--- src/hw/rtl/dpt_pkg.sv ---
// Shared types, constants and lookup functions of the DNA to protein translator.
package dpt_pkg;

  // Register indexes of the configuration port.
  localparam logic [1:0] RegReverseStrand   = 2'd0;
  localparam logic [1:0] RegWholeGenomeMode = 2'd1;

  localparam int MaxCodons = 65536;
  localparam logic [15:0] CodonCap =
    ((MaxCodons - 1) > 65535) ? 16'hFFFF : 16'(MaxCodons - 1);

  localparam int          CodonEntries = 65;
  localparam logic [6:0]  UnknownCode  = 7'd64;
  localparam logic [2:0]  BaseUnknown  = 3'd4;

  // Codon codes of the alternative start codons.
  localparam logic [6:0]  CodeGtg = 7'd46;
  localparam logic [6:0]  CodeTtg = 7'd62;
  localparam logic [6:0]  CodeCaa = 7'd16;
  localparam logic [6:0]  CodeCac = 7'd17;

  localparam logic [7:0]  AsciiStop = 8'h2A;
  localparam logic [7:0]  AsciiMet  = 8'h4D;
  localparam logic [7:0]  AsciiX    = 8'h58;

  localparam int QueueDepth = 4;
  localparam int QueuePtrW  = $clog2(QueueDepth);
  localparam int QueueCntW  = $clog2(QueueDepth + 1);

  // Character 0 of each string sits in the top byte.
  localparam logic [8*CodonEntries-1:0] FwdTable =
    "KNKNTTTTRSRSIIMIQHQHPPPPRRRRLLLLEDEDAAAAGGGGVVVV*Y*YSSSS*CWCLFLFX";
  localparam logic [8*CodonEntries-1:0] RevTable =
    "FVLICGRSSAPTYDHNLVLMWGRRSAPT*EQKFVLICGRSSAPTYDHNLVLI*GRRSAPT*EQKX";

  typedef struct packed {
    logic [7:0]  amino_acid;
    logic [15:0] codon_number;
    logic        last_result;
  } dpt_result_t;

  // Up to two results caused by one character; slot0 is always valid.
  typedef struct packed {
    logic        slot1_valid;
    dpt_result_t slot0;
    dpt_result_t slot1;
  } dpt_entry_t;

  function automatic logic [2:0] decode_base(logic [7:0] ch);
    logic [2:0] d;
    unique case (ch)
      8'h41, 8'h61: d = 3'd0;
      8'h43, 8'h63: d = 3'd1;
      8'h47, 8'h67: d = 3'd2;
      8'h54, 8'h74: d = 3'd3;
      default:      d = BaseUnknown;
    endcase
    return d;
  endfunction

  function automatic logic [7:0] lookup_amino(logic [6:0] code, logic rev);
    logic [7:0] aa;
    if (code > UnknownCode) begin
      aa = AsciiX;
    end else if (rev) begin
      aa = RevTable[8*(CodonEntries - 1 - int'(code)) +: 8];
    end else begin
      aa = FwdTable[8*(CodonEntries - 1 - int'(code)) +: 8];
    end
    return aa;
  endfunction

endpackage

--- src/hw/rtl/dpt_channels.sv ---
// Handshake channel interfaces of the translator: characters, results and register writes.
interface dpt_in_if;
  import dpt_pkg::*;
  logic       valid;
  logic       ready;
  logic [7:0] nucleotide;
  logic       last_char;
  modport source (output valid, nucleotide, last_char, input ready);
  modport sink (input valid, nucleotide, last_char, output ready);
endinterface

interface dpt_out_if;
  import dpt_pkg::*;
  logic        valid;
  logic        ready;
  logic [7:0]  amino_acid;
  logic [15:0] codon_number;
  logic        last_result;
  modport source (output valid, amino_acid, codon_number, last_result, input ready);
  modport sink (input valid, amino_acid, codon_number, last_result, output ready);
endinterface

interface dpt_cfg_if;
  import dpt_pkg::*;
  logic       valid;
  logic       ready;
  logic [1:0] index;
  logic       data;
  modport source (output valid, index, data, input ready);
  modport sink (input valid, index, data, output ready);
endinterface

--- src/hw/rtl/dpt_front.sv ---
// Front end: holds the configuration, assembles codons and forms the results of each character.
module dpt_front
  import dpt_pkg::*;
(
  input  logic        clk,
  input  logic        rst_n,
  dpt_in_if.sink      in_chan,
  dpt_cfg_if.sink     cfg_chan,
  input  logic        queue_full,
  output logic        push,
  output dpt_entry_t  push_entry
);

  logic        reverse_r, genome_r;
  logic [1:0]  phase_r, phase_nxt;
  logic [6:0]  pidx_r, pidx_nxt;
  logic [7:0]  held_amino_r, held_amino_nxt;
  logic        held_valid_r, held_valid_nxt;
  logic [15:0] held_number_r, held_number_nxt;
  logic [15:0] count_r, count_nxt;

  logic        accept;
  logic        fin;
  logic [2:0]  dec;
  logic [6:0]  code;
  logic [7:0]  aa;
  logic        drop;
  logic        e0_valid;
  dpt_result_t e0, fres;

  assign cfg_chan.ready = 1'b1;
  assign in_chan.ready  = !queue_full;
  assign accept         = in_chan.valid && in_chan.ready;
  assign fin            = in_chan.last_char;

  always_ff @(posedge clk) begin
    if (!rst_n) begin
      reverse_r <= 1'b0;
      genome_r  <= 1'b0;
    end else if (cfg_chan.valid) begin
      if (cfg_chan.index == RegReverseStrand) begin
        reverse_r <= cfg_chan.data;
      end else if (cfg_chan.index == RegWholeGenomeMode) begin
        genome_r <= cfg_chan.data;
      end
    end
  end

  always_comb begin
    dec = decode_base(in_chan.nucleotide);
    if (phase_r == 2'd0) begin
      code = (dec == BaseUnknown) ? UnknownCode : {4'd0, dec};
    end else begin
      code = (pidx_r >= UnknownCode || dec == BaseUnknown) ? UnknownCode
                                                          : {pidx_r[4:0], dec[1:0]};
    end

    aa = lookup_amino(code, reverse_r);
    if (genome_r) begin
      if (!reverse_r && count_r == 16'd0 && (code == CodeGtg || code == CodeTtg)) begin
        aa = AsciiMet;
      end
      if (reverse_r && fin && (code == CodeCaa || code == CodeCac)) begin
        aa = AsciiMet;
      end
    end
    drop = (aa == AsciiStop) && ((!reverse_r && fin) || (reverse_r && count_r == 16'd0));

    phase_nxt       = phase_r;
    pidx_nxt        = pidx_r;
    count_nxt       = count_r;
    held_amino_nxt  = held_amino_r;
    held_number_nxt = held_number_r;
    held_valid_nxt  = held_valid_r;
    e0_valid        = 1'b0;
    e0              = '{amino_acid: held_amino_r, codon_number: held_number_r,
                        last_result: 1'b0};

    if (phase_r == 2'd2) begin
      if (!drop) begin
        e0_valid        = held_valid_r;
        held_amino_nxt  = aa;
        held_number_nxt = count_r;
        held_valid_nxt  = 1'b1;
      end
      if (count_r < CodonCap) begin
        count_nxt = count_r + 16'd1;
      end
      phase_nxt = 2'd0;
      pidx_nxt  = 7'd0;
    end else begin
      phase_nxt = phase_r + 2'd1;
      pidx_nxt  = code;
    end

    fres = '{amino_acid: held_amino_nxt, codon_number: held_number_nxt,
             last_result: 1'b1};
    if (fin) begin
      // A partial codon at the end of a forward strand still yields an unknown residue.
      if (phase_nxt != 2'd0 && !reverse_r) begin
        e0_valid        = held_valid_nxt;
        e0              = '{amino_acid: held_amino_nxt, codon_number: held_number_nxt,
                            last_result: 1'b0};
        held_valid_nxt  = 1'b1;
        fres            = '{amino_acid: AsciiX, codon_number: count_nxt,
                            last_result: 1'b1};
      end
    end

    if (e0_valid) begin
      push_entry.slot0       = e0;
      push_entry.slot1       = fres;
      push_entry.slot1_valid = fin && held_valid_nxt;
    end else begin
      push_entry.slot0       = fres;
      push_entry.slot1       = fres;
      push_entry.slot1_valid = 1'b0;
    end
    push = accept && (e0_valid || (fin && held_valid_nxt));
  end

  always_ff @(posedge clk) begin
    if (!rst_n) begin
      phase_r       <= 2'd0;
      pidx_r        <= 7'd0;
      held_amino_r  <= 8'd0;
      held_valid_r  <= 1'b0;
      held_number_r <= 16'd0;
      count_r       <= 16'd0;
    end else if (accept) begin
      if (fin) begin
        phase_r       <= 2'd0;
        pidx_r        <= 7'd0;
        held_amino_r  <= 8'd0;
        held_valid_r  <= 1'b0;
        held_number_r <= 16'd0;
        count_r       <= 16'd0;
      end else begin
        phase_r       <= phase_nxt;
        pidx_r        <= pidx_nxt;
        held_amino_r  <= held_amino_nxt;
        held_valid_r  <= held_valid_nxt;
        held_number_r <= held_number_nxt;
        count_r       <= count_nxt;
      end
    end
  end

endmodule

--- src/hw/rtl/dpt_queue.sv ---
// Short entry queue between the front end and the output stage.
module dpt_queue
  import dpt_pkg::*;
(
  input  logic       clk,
  input  logic       rst_n,
  input  logic       push,
  input  dpt_entry_t push_entry,
  output logic       full,
  input  logic       pop,
  output logic       not_empty,
  output dpt_entry_t head
);

  dpt_entry_t             mem_r [QueueDepth];
  logic [QueuePtrW-1:0]   wr_ptr_r, rd_ptr_r;
  logic [QueueCntW-1:0]   count_r;
  logic                   do_push, do_pop;

  assign full      = (count_r == QueueCntW'(QueueDepth));
  assign not_empty = (count_r != '0);
  assign head      = mem_r[rd_ptr_r];
  assign do_push   = push && !full;
  assign do_pop    = pop && not_empty;

  always_ff @(posedge clk) begin
    if (do_push) begin
      mem_r[wr_ptr_r] <= push_entry;
    end
  end

  always_ff @(posedge clk) begin
    if (!rst_n) begin
      wr_ptr_r <= '0;
      rd_ptr_r <= '0;
      count_r  <= '0;
    end else begin
      if (do_push) begin
        wr_ptr_r <= wr_ptr_r + QueuePtrW'(1);
      end
      if (do_pop) begin
        rd_ptr_r <= rd_ptr_r + QueuePtrW'(1);
      end
      if (do_push && !do_pop) begin
        count_r <= count_r + QueueCntW'(1);
      end else if (do_pop && !do_push) begin
        count_r <= count_r - QueueCntW'(1);
      end
    end
  end

endmodule

--- src/hw/rtl/dpt_back.sv ---
// Output stage: drains queue entries one result at a time into the output register.
module dpt_back
  import dpt_pkg::*;
(
  input  logic       clk,
  input  logic       rst_n,
  input  logic       not_empty,
  input  dpt_entry_t head,
  output logic       pop,
  dpt_out_if.source  out_chan
);

  logic        out_valid_r;
  dpt_result_t out_item_r;
  logic        second_valid_r;
  dpt_result_t second_item_r;
  logic        load;

  assign load = !out_valid_r || out_chan.ready;
  assign pop  = load && !second_valid_r && not_empty;

  assign out_chan.valid        = out_valid_r;
  assign out_chan.amino_acid   = out_item_r.amino_acid;
  assign out_chan.codon_number = out_item_r.codon_number;
  assign out_chan.last_result  = out_item_r.last_result;

  always_ff @(posedge clk) begin
    if (!rst_n) begin
      out_valid_r    <= 1'b0;
      second_valid_r <= 1'b0;
    end else if (load) begin
      if (second_valid_r) begin
        out_valid_r    <= 1'b1;
        second_valid_r <= 1'b0;
      end else begin
        out_valid_r    <= not_empty;
        second_valid_r <= not_empty && head.slot1_valid;
      end
    end
  end

  always_ff @(posedge clk) begin
    if (load) begin
      if (second_valid_r) begin
        out_item_r <= second_item_r;
      end else begin
        out_item_r    <= head.slot0;
        second_item_r <= head.slot1;
      end
    end
  end

endmodule

--- src/hw/rtl/dna_to_protein_translator.sv ---
// Top level of the DNA to protein translator.
//
// Characters arrive on in_chan, one per transfer, with last_char on the final
// one. Every third character closes a codon, which is translated with the
// forward or the reverse strand table; amino acids leave on out_chan with their
// codon number and a last_result flag on the final one. One residue is held
// until the next codon or the end of the sequence, so a result appears once the
// following codon (or last_char) has been taken; it then passes through the queue
// and the output register to out_chan. A character is taken every cycle while the
// four-entry queue between the front end and the output stage has room; the
// output stage delivers one result per cycle while the receiver is ready, and
// a second result holds back the next queue entry. When the receiver stalls, the
// output register holds, the queue fills, and in_chan.ready drops once it is full.
// cfg_chan writes the strand and whole-genome registers, one per transfer, and
// is always ready; write it only while no sequence is in flight.
// Reset (synchronous, rst_n low) clears the registers, the codon state and
// the queue; the block is ready for characters as soon as reset is released.
module dna_to_protein_translator
  import dpt_pkg::*;
(
  input  logic       clk,
  input  logic       rst_n,
  dpt_in_if.sink     in_chan,
  dpt_out_if.source  out_chan,
  dpt_cfg_if.sink    cfg_chan
);

  logic       push, full, pop, not_empty;
  dpt_entry_t push_entry, head;

  dpt_front u_front (
    .clk        (clk),
    .rst_n      (rst_n),
    .in_chan    (in_chan),
    .cfg_chan   (cfg_chan),
    .queue_full (full),
    .push       (push),
    .push_entry (push_entry)
  );

  dpt_queue u_queue (
    .clk        (clk),
    .rst_n      (rst_n),
    .push       (push),
    .push_entry (push_entry),
    .full       (full),
    .pop        (pop),
    .not_empty  (not_empty),
    .head       (head)
  );

  dpt_back u_back (
    .clk       (clk),
    .rst_n     (rst_n),
    .not_empty (not_empty),
    .head      (head),
    .pop       (pop),
    .out_chan  (out_chan)
  );

endmodule
--- src/flat_wrapper.sv ---
// flat-port wrapper written by rule: the top's interface ports become plain ports
module dna_to_protein_translator_flat import dpt_pkg::*;
  (clk, rst_n, in_chan_valid, in_chan_nucleotide, in_chan_last_char, in_chan_ready, out_chan_valid, out_chan_amino_acid, out_chan_codon_number, out_chan_last_result, out_chan_ready, cfg_chan_valid, cfg_chan_index, cfg_chan_data, cfg_chan_ready);
  dpt_in_if in_chan_i ();
  dpt_out_if out_chan_i ();
  dpt_cfg_if cfg_chan_i ();
  input  logic clk;
  input  logic rst_n;
  input wire logic [$bits(in_chan_i.valid)-1:0] in_chan_valid;
  input wire logic [$bits(in_chan_i.nucleotide)-1:0] in_chan_nucleotide;
  input wire logic [$bits(in_chan_i.last_char)-1:0] in_chan_last_char;
  output wire logic [$bits(in_chan_i.ready)-1:0] in_chan_ready;
  output wire logic [$bits(out_chan_i.valid)-1:0] out_chan_valid;
  output wire logic [$bits(out_chan_i.amino_acid)-1:0] out_chan_amino_acid;
  output wire logic [$bits(out_chan_i.codon_number)-1:0] out_chan_codon_number;
  output wire logic [$bits(out_chan_i.last_result)-1:0] out_chan_last_result;
  input wire logic [$bits(out_chan_i.ready)-1:0] out_chan_ready;
  input wire logic [$bits(cfg_chan_i.valid)-1:0] cfg_chan_valid;
  input wire logic [$bits(cfg_chan_i.index)-1:0] cfg_chan_index;
  input wire logic [$bits(cfg_chan_i.data)-1:0] cfg_chan_data;
  output wire logic [$bits(cfg_chan_i.ready)-1:0] cfg_chan_ready;
  assign in_chan_i.valid = in_chan_valid;
  assign in_chan_i.nucleotide = in_chan_nucleotide;
  assign in_chan_i.last_char = in_chan_last_char;
  assign in_chan_ready = in_chan_i.ready;
  assign out_chan_valid = out_chan_i.valid;
  assign out_chan_amino_acid = out_chan_i.amino_acid;
  assign out_chan_codon_number = out_chan_i.codon_number;
  assign out_chan_last_result = out_chan_i.last_result;
  assign out_chan_i.ready = out_chan_ready;
  assign cfg_chan_i.valid = cfg_chan_valid;
  assign cfg_chan_i.index = cfg_chan_index;
  assign cfg_chan_i.data = cfg_chan_data;
  assign cfg_chan_ready = cfg_chan_i.ready;
  dna_to_protein_translator u_core (.clk(clk), .rst_n(rst_n), .in_chan(in_chan_i), .out_chan(out_chan_i), .cfg_chan(cfg_chan_i));
endmodule
--- config.mk ---
export PLATFORM = sky130hd
export DESIGN_NAME = dna_to_protein_translator_flat
export DESIGN_NICKNAME = d
export VERILOG_FILES = /design/src/hw/rtl/dpt_pkg.sv /design/src/hw/rtl/dpt_channels.sv /design/src/hw/rtl/dpt_front.sv /design/src/hw/rtl/dpt_queue.sv /design/src/hw/rtl/dpt_back.sv /design/src/hw/rtl/dna_to_protein_translator.sv /design/src/flat_wrapper.sv
export SDC_FILE = /design/constraint.sdc
export NUM_CORES = 1
export LEC_CHECK = 0
export BUFFER_PORTS_ARGS = -buffer_cell sky130_fd_sc_hd__buf_2
export CORE_MARGIN = 4
export CORE_UTILIZATION = 40
export DETAILED_ROUTE_END_ITERATION = 12
export SLEW_MARGIN = 20
export SYNTH_ARGS = -nofsm -noshare
export SYNTH_HDL_FRONTEND = slang
export SYNTH_SLANG_ARGS = --single-unit
--- constraint.sdc ---
create_clock -name clk -period 6.25 [get_ports clk]
set_input_delay 0 -clock clk [delete_from_list [all_inputs] [get_ports clk]]
set_output_delay 0 -clock clk [all_outputs]
set_load 0.01 [all_outputs]
==> results.json, run 1 <==
{
  "clk_latency_ns": 0.50,
  "seq_area_um2": 8720,
  "n_antenna_cell": 0,
  "p_total_mw": 5.64,
  "yosysTopAreaCell": "edfxtp_1",
  "grt_pass1_wl_um": 56100,
  "grt-ovfl-total": 0,
  "design.core.area_um2": 35800,
  "drt_iter0_drc": 1100,
  "ys_seq_area_share_pct": 59.5,
  "first_global_vias": 9592,
  "rows": 69,
  "worstHoldPathType": "in2reg",
  "r2r_slack_ns": 0.93,
  "grt_usage_pct": 17.9,
  "synth_area_um2": 14700,
  "avgSynthCellArea_um2": 12.9,
  "grt_max_degree": 57,
  "drc": 0,
  "port_buffers": 42,
  "pre_cts_slack_ns": 1.10,
  "cp_cell_sequence": "o21a_1 > nor2_1 > o211ai_1 > ha_1 > buf_4 > nand2b_1 > a2111oi_2 > o21ai_0 > a21boi_0 > nand4b_1 > o311a_1 > o21a_4 > o21ai_1 > a21oi_2 > buf_4 > ha_1 > inv_1 > fa_1 > xor2_1 > or3_1 > a21oi_1",
  "cts_root_buffer": "clkbuf_16",
  "postCtsSetupBuffers": 0,
  "cts_htree_levels": 2,
  "drive_gt1_share_pct": 19.9,
  "worstMarginPinSlew_ns": 1.05,
  "nets": 1192,
  "crit_fanout": 14,
  "max-vdd-ir-drop_uv": 153,
  "drv_cap": 0,
  "vias": 9789,
  "r2r_cells": 21,
  "cp.arrival_ns": 5.74,
  "setup_viol": 0,
  "critPathKind": "reg2reg",
  "hold_viol": 0,
  "worstSetupPathDepth": 21,
  "drtPass1Iterations": 5,
  "slew_viol_final": 0,
  "instances_no_fill": 1650,
  "synth_cells": 1136,
  "powerDensity_nw_per_um2": 342,
  "crit_path_end": "u_core.u_queue.count_r[2]",
  "crit_path_start_kind": "flip-flop",
  "status": "finished clean",
  "syn2layout_area_growth_pct": 12.7,
  "vias_per_cell": 5.93,
  "synth_area_leaders": "edfxtp_1 (51%), dfxtp_1 (8.5%), mux4_2 (7.7%), nor2_1 (3.2%), mux2_2 (2.2%)",
  "rsz0062_at_grt": "no",
  "slew-limit-headroom_pct": 29.9,
  "path_clk_slew_ns": 0.06,
  "start_util_pct": 40.9,
  "r2r_start": "u_core.u_front.pidx_r[6]",
  "synth.area.mux_share_pct": 11.1,
  "synth_commonest_cells": "edfxtp_1 (249), nor2_1 (126), dfxtp_1 (62), nand2_1 (62), a21oi_1 (55)",
  "synth_top_family_by_area": "compound AO/OA/AOI/OAI gates",
  "period_share_pct": 85.1,
  "cp_slowest_cell": "dfxtp_1",
  "dp_hpwl_um": 22300,
  "wire_per_inst_um": 21.6,
  "synth_xor_area_share_pct": 0.777,
  "synth-simple-area-share_pct": 11.2,
  "dieWidth_um": 199,
  "skew_ns": 0.0130,
  "synthArstFlopShare_pct": 0,
  "clk_path_buf_depth": 3,
  "synth_edf_count": 249,
  "setup_slack_ns": 0.933,
  "antenna_found_initial": 0,
  "dpl-instance-area_um2": 15300,
  "clock-sinks": 311,
  "ant_nets": 0,
  "worstReg2RegEnd": "u_core.u_queue.count_r[2]",
  "cts_tree": "done",
  "synth_compound_area_share_pct": 13.5,
  "setup_tns_ns": 0,
  "synth_warnings": 0,
  "critical_path.top_delay_family": "compound AO/OA/AOI/OAI gates",
  "fin_crit_ns": 5.32,
  "synthAdderAreaFrac_pct": 1.13,
  "synth.most_common_cell": "edfxtp_1",
  "synth_top_area_share_pct": 51.0,
  "placed_cells": 1582,
  "cts_made_buffers": 35,
  "ys.flop_type": "edfxtp_1",
  "multiInputGateArea_um2": 5550,
  "cp-startpoint": "u_core.u_front.pidx_r[6]",
  "n_fill_cell": 3161,
  "ys_ff_latch": 311,
  "synth_nets": 1164,
  "wl_um": 35700,
  "endpoint_kind": "flip-flop",
  "ios": 45,
  "critPathMaxStageDelay_ns": 0.54,
  "gp_congestion": 0.896,
  "leakagePower_nw": 5.59,
  "finalInstanceArea_um2": 16500,
  "fmax_mhz": 188,
  "die_h_um": 199,
  "worstPathRequired_ns": 6.68,
  "yosysUniqueCellTypes": 103,
  "die_area_um2": 39800,
  "path_buf_inv": 3
}
-- per-stage QoR --
stage               utilization [%]  hold slack, ns
finish                         46.1          0.0482
global route                   46.1           0.102
CTS                            46.1          0.0398
detailed placement             42.7           0.262
global placement               42.7           0.267
floorplan                         -           0.139
-- report_power, final --
| group | internal (mW) | switching, mW |
|---|---|---|
| clock network | 1.27 | 0.786 |
| logic | 0.425 | 0.537 |
| registers | 2.52 | 0.101 |
-- final cells by class --
| type | count | share of cell area (%) |
|---|---|---|
| clock buffer | 39 | 5.39 |
| clock inverter | 23 | 1.59 |
| inverter | 16 | 0.364 |
| multi-input combinational | 727 | 33.6 |
| sequential | 311 | 52.8 |
| tap | 461 | 3.49 |
| timing repair buffer | 73 | 2.77 |
-- worst min-delay path by stage --
stage	start	to	slack [ns]	cells past startpoint
2_1_floorplan	cfg_chan_data	u_core.u_front.reverse_r	0.14	2
3_3_place_gp	cfg_chan_data	u_core.u_front.reverse_r	0.27	3
3_5_place_dp	cfg_chan_data	u_core.u_front.reverse_r	0.26	3
4_1_cts	out_chan_ready	u_core.u_back.second_valid_r	0.04	5
5_1_grt	in_chan_nucleotide[3]	u_core.u_front.pidx_r[2]	0.10	6
6_report	out_chan_ready	u_core.u_back.second_valid_r	0.05	5
-- layer usage --
metal  global-route usage (%)  wire (um)  vias to the layer above
li1                         -          -                     4488
met1                     26.0      16300                     4873
met2                     28.3      16400                      361
met3                     2.44       2020                       67
met4                     5.46        942                        0
met5                        0          0                        -
-- registers in the layout, indices dropped and copies added, names as in the netlist, 2 cells and up, named ones only --
register	count
u_core.u_front.count_r	16
u_core.u_back.second_item_r	24
u_core.u_queue.rd_ptr_r	2
u_core.u_front.pidx_r	6
u_core.u_queue.wr_ptr_r	2
u_core.u_front.held_number_r	16
u_core.u_back.out_chan.amino_acid	8
u_core.u_back.out_chan.codon_number	16
u_core.u_queue.mem_r	200
u_core.u_front.held_amino_r	8
u_core.u_front.phase_r	2
u_core.u_queue.count_r	3
-- cell families after synthesis --
family,Yosys count
DFF,311
adders and majority gates,13
buffers and inverters,98
xor gates and xnor gates,13
muxes,95
AOI/OAI and AO/OA,274
other,1
and+or+nand+nor,331
-- layout by cell type, fill, tap and decap left out, types with 24 or more instances in the layout --
cell type  netlist  layout
buf_4            5      25
a22oi_1         31      31
nand3_1         27      27
mux4_2          50      50
edfxtp_1       249     249
a21oi_1         55      55
nor2_1         126     125
o21ai_0         44      44
buf_2           12      42
clkbuf_16        0      35
mux2_2          28      28
dfxtp_1         62      60
nand2_1         62      62
nor3_1          24      24
-- worst reg2reg max path: cells and delay by family (launching register included) --
| family | cells | cell delay, ns |
|---|---|---|
| compound gates | 10 | 2.56 |
| xor+xnor | 1 | 0.08 |
| fa+ha+maj | 3 | 0.90 |
| buf+inv | 3 | 0.54 |
| flops | 1 | 0.54 |
| simple gates | 4 | 0.63 |
-- timing repair --
item / 4_1_cts / 5_1_grt
hold buffers: 6 / 0
gates resized for setup: 0 / 0
hold endpoints to repair: 9 / 0
Note: power is estimated with default switching activity, not from simulation.
==> inputs of run 2 (changes only) <==
- clock period: 6.25 -> 6.1 ns (I/O delays scaled with it)
==> run 2 against run 1 <==
Against the previous run:
- via count hardly changed
- die area stayed put
- power is 1.4% higher
- register-to-register slack better by 0.096 ns
- critical path type unchanged
- sequential share of layout area is 0.22 points lower
- critical path depth is 1 lower
- cell count is 0.42% higher
- flip-flop and latch count stayed put
==> results.json, run 2 (synthesis gave the netlist of run 1 again) <==
{
  "vias": 9793,
  "hold_end": "u_core.u_back.second_valid_r",
  "leakagePower_nw": 5.63,
  "slew-limit-headroom_pct": 35.8,
  "gp_congestion": 0.881,
  "final_common_cell": "edfxtp_1",
  "r2r_start": "u_core.u_front.phase_r[1]",
  "fin_hold_ws_ns": 0.0481,
  "n_antenna_cell": 0,
  "whs_path_depth": 5,
  "wire_per_inst_um": 21.5,
  "clock-sinks": 311,
  "cp.arrival_ns": 5.49,
  "skew_ns": 0.0196,
  "cts_root_buffer": "clkbuf_16",
  "rsz0062_at_grt": "no",
  "cts-resized-gates": 0,
  "period_share_pct": 83.1,
  "setup_tns_ns": 0,
  "die_area_um2": 39800,
  "slew_viol_final": 0,
  "start_util_pct": 40.9,
  "drtPass1Iterations": 5,
  "status": "finished clean",
  "multiInputGateArea_um2": 5550,
  "design.core.area_um2": 35800,
  "setup_viol": 0,
  "drv_cap": 0,
  "instances_no_fill": 1657,
  "largest_reg_flops": 200,
  "finalInstanceArea_um2": 16600,
  "regMostFlops": "u_core.u_queue.mem_r",
  "endpoint_kind": "flip-flop",
  "cp-startpoint": "u_core.u_front.phase_r[1]",
  "path_clk_slew_ns": 0.06,
  "drive_gt1_share_pct": 20.7,
  "dpl-instance-area_um2": 15400,
  "hold_buffers": 6,
  "drc": 0,
  "worstHoldPathType": "in2reg",
  "grt_max_degree": 57,
  "antenna_found_initial": 1,
  "rows": 69,
  "seq_area_um2": 8720,
  "fmax_mhz": 197,
  "worstMarginPinSlew_ns": 0.960,
  "wl_um": 35600,
  "placed_cells": 1590,
  "cts_made_buffers": 34,
  "dp_hpwl_um": 23100,
  "max-vdd-ir-drop_uv": 147,
  "postCtsSetupBuffers": 0,
  "port_buffers": 42,
  "drt_iter0_drc": 826,
  "fin_crit_ns": 5.07,
  "reg.largest.list": "u_core.u_queue.mem_r: 200 flops, u_core.u_back.second_item_r: 24 flops",
  "clk_path_buf_depth": 3,
  "grt_usage_pct": 18.0,
  "die_h_um": 199,
  "final_util_pct": 46.3,
  "ios": 45,
  "powerDensity_nw_per_um2": 345,
  "clk_latency_ns": 0.51,
  "hp-start": "out_chan_ready",
  "r2r_slack_ns": 1.03,
  "cts_tree": "done",
  "final_cell_mix": "edfxtp_1 (249), nor2_1 (125), nand2_1 (62), dfxtp_1 (60), a21oi_1 (55)",
  "r2r_cells": 20,
  "grt-ovfl-total": 0,
  "p_total_mw": 5.72,
  "syn2layout_area_growth_pct": 13.1,
  "grt_pass1_wl_um": 56400,
  "first_global_vias": 9539,
  "pre_cts_slack_ns": 1.12,
  "ant_nets": 0,
  "setup_slack_ns": 1.03,
  "worstPathRequired_ns": 6.52,
  "dieWidth_um": 199,
  "worstReg2RegEnd": "u_core.u_queue.count_r[2]",
  "critPathKind": "reg2reg",
  "vias_per_cell": 5.91,
  "n_fill_cell": 3153,
  "nets": 1199,
  "crit_fanout": 10,
  "crit_path_start_kind": "flip-flop",
  "cts_htree_levels": 2,
  "hold_viol": 0
}
## run 2: cell types whose count changed in the layout (fill, tap and decap cells not counted), moves of 3 or more
| cell | before | now |
|---|---|---|
| bufinv_16 | 6 | 3 |
| clkbuf_1 | 4 | 10 |
| buf_12 | 0 | 3 |
| buf_4 | 25 | 30 |
| clkbuf_8 | 0 | 6 |
| clkinv_1 | 13 | 3 |
## run 2: how the worst max path moves through the flow
| stage | endpoint | slack, ns | cells past startpoint |
|---|---|---|---|
| global route | u_core.u_queue.count_r[2] | 0.67 | 20 |
| detailed placement | u_core.u_queue.count_r[2] | 1.12 | 20 |
| global placement | u_core.u_queue.count_r[2] | 1.16 | 20 |
| CTS | u_core.u_queue.count_r[2] | 1.07 | 20 |
| finish | u_core.u_queue.count_r[2] | 1.03 | 20 |
| floorplan | u_core.u_queue.mem_r[0][10] | 0.91 | 16 |
## run 2: area by class of cell
| cell class | count | share of cell area (%) |
|---|---|---|
| Multi-Input combinational cell | 727 | 33.4 |
| Clock buffer | 50 | 5.85 |
| Tap cell | 461 | 3.48 |
| Inverter | 16 | 0.362 |
| Timing Repair Buffer | 81 | 3.35 |
| Clock inverter | 11 | 0.920 |
| Sequential cell | 311 | 52.6 |
## run 2: worst max-delay path, cell delays in order (launching register included)
cell,delay (ns)
dfxtp_1,0.39
o21ai_0,0.41
o211a_1,0.44
clkinv_1,0.16
ha_1,0.28
buf_4,0.19
nand2b_1,0.09
a2111oi_2,0.07
o21ai_0,0.29
a21boi_0,0.21
nand4b_1,0.13
o311a_1,0.29
o21a_4,0.20
o21ai_1,0.11
a21oi_2,0.37
ha_1,0.25
inv_1,0.07
fa_1,0.43
xor2_1,0.17
or3_1,0.31
a21oi_1,0.15
## run 2: metal layers
metal,vias to the layer above,GRT usage (%),wire (um)
met2,327,28.2,16300
met3,63,2.63,1840
li1,4502,-,-
met5,-,0,0
met1,4901,26.3,16600
met4,0,5.06,850
## run 2: power breakdown
group          switching, mW  internal (mW)  total, mW
logic                  0.561          0.437      0.997
registers             0.0883           2.58       2.67
clock network          0.814           1.24       2.05
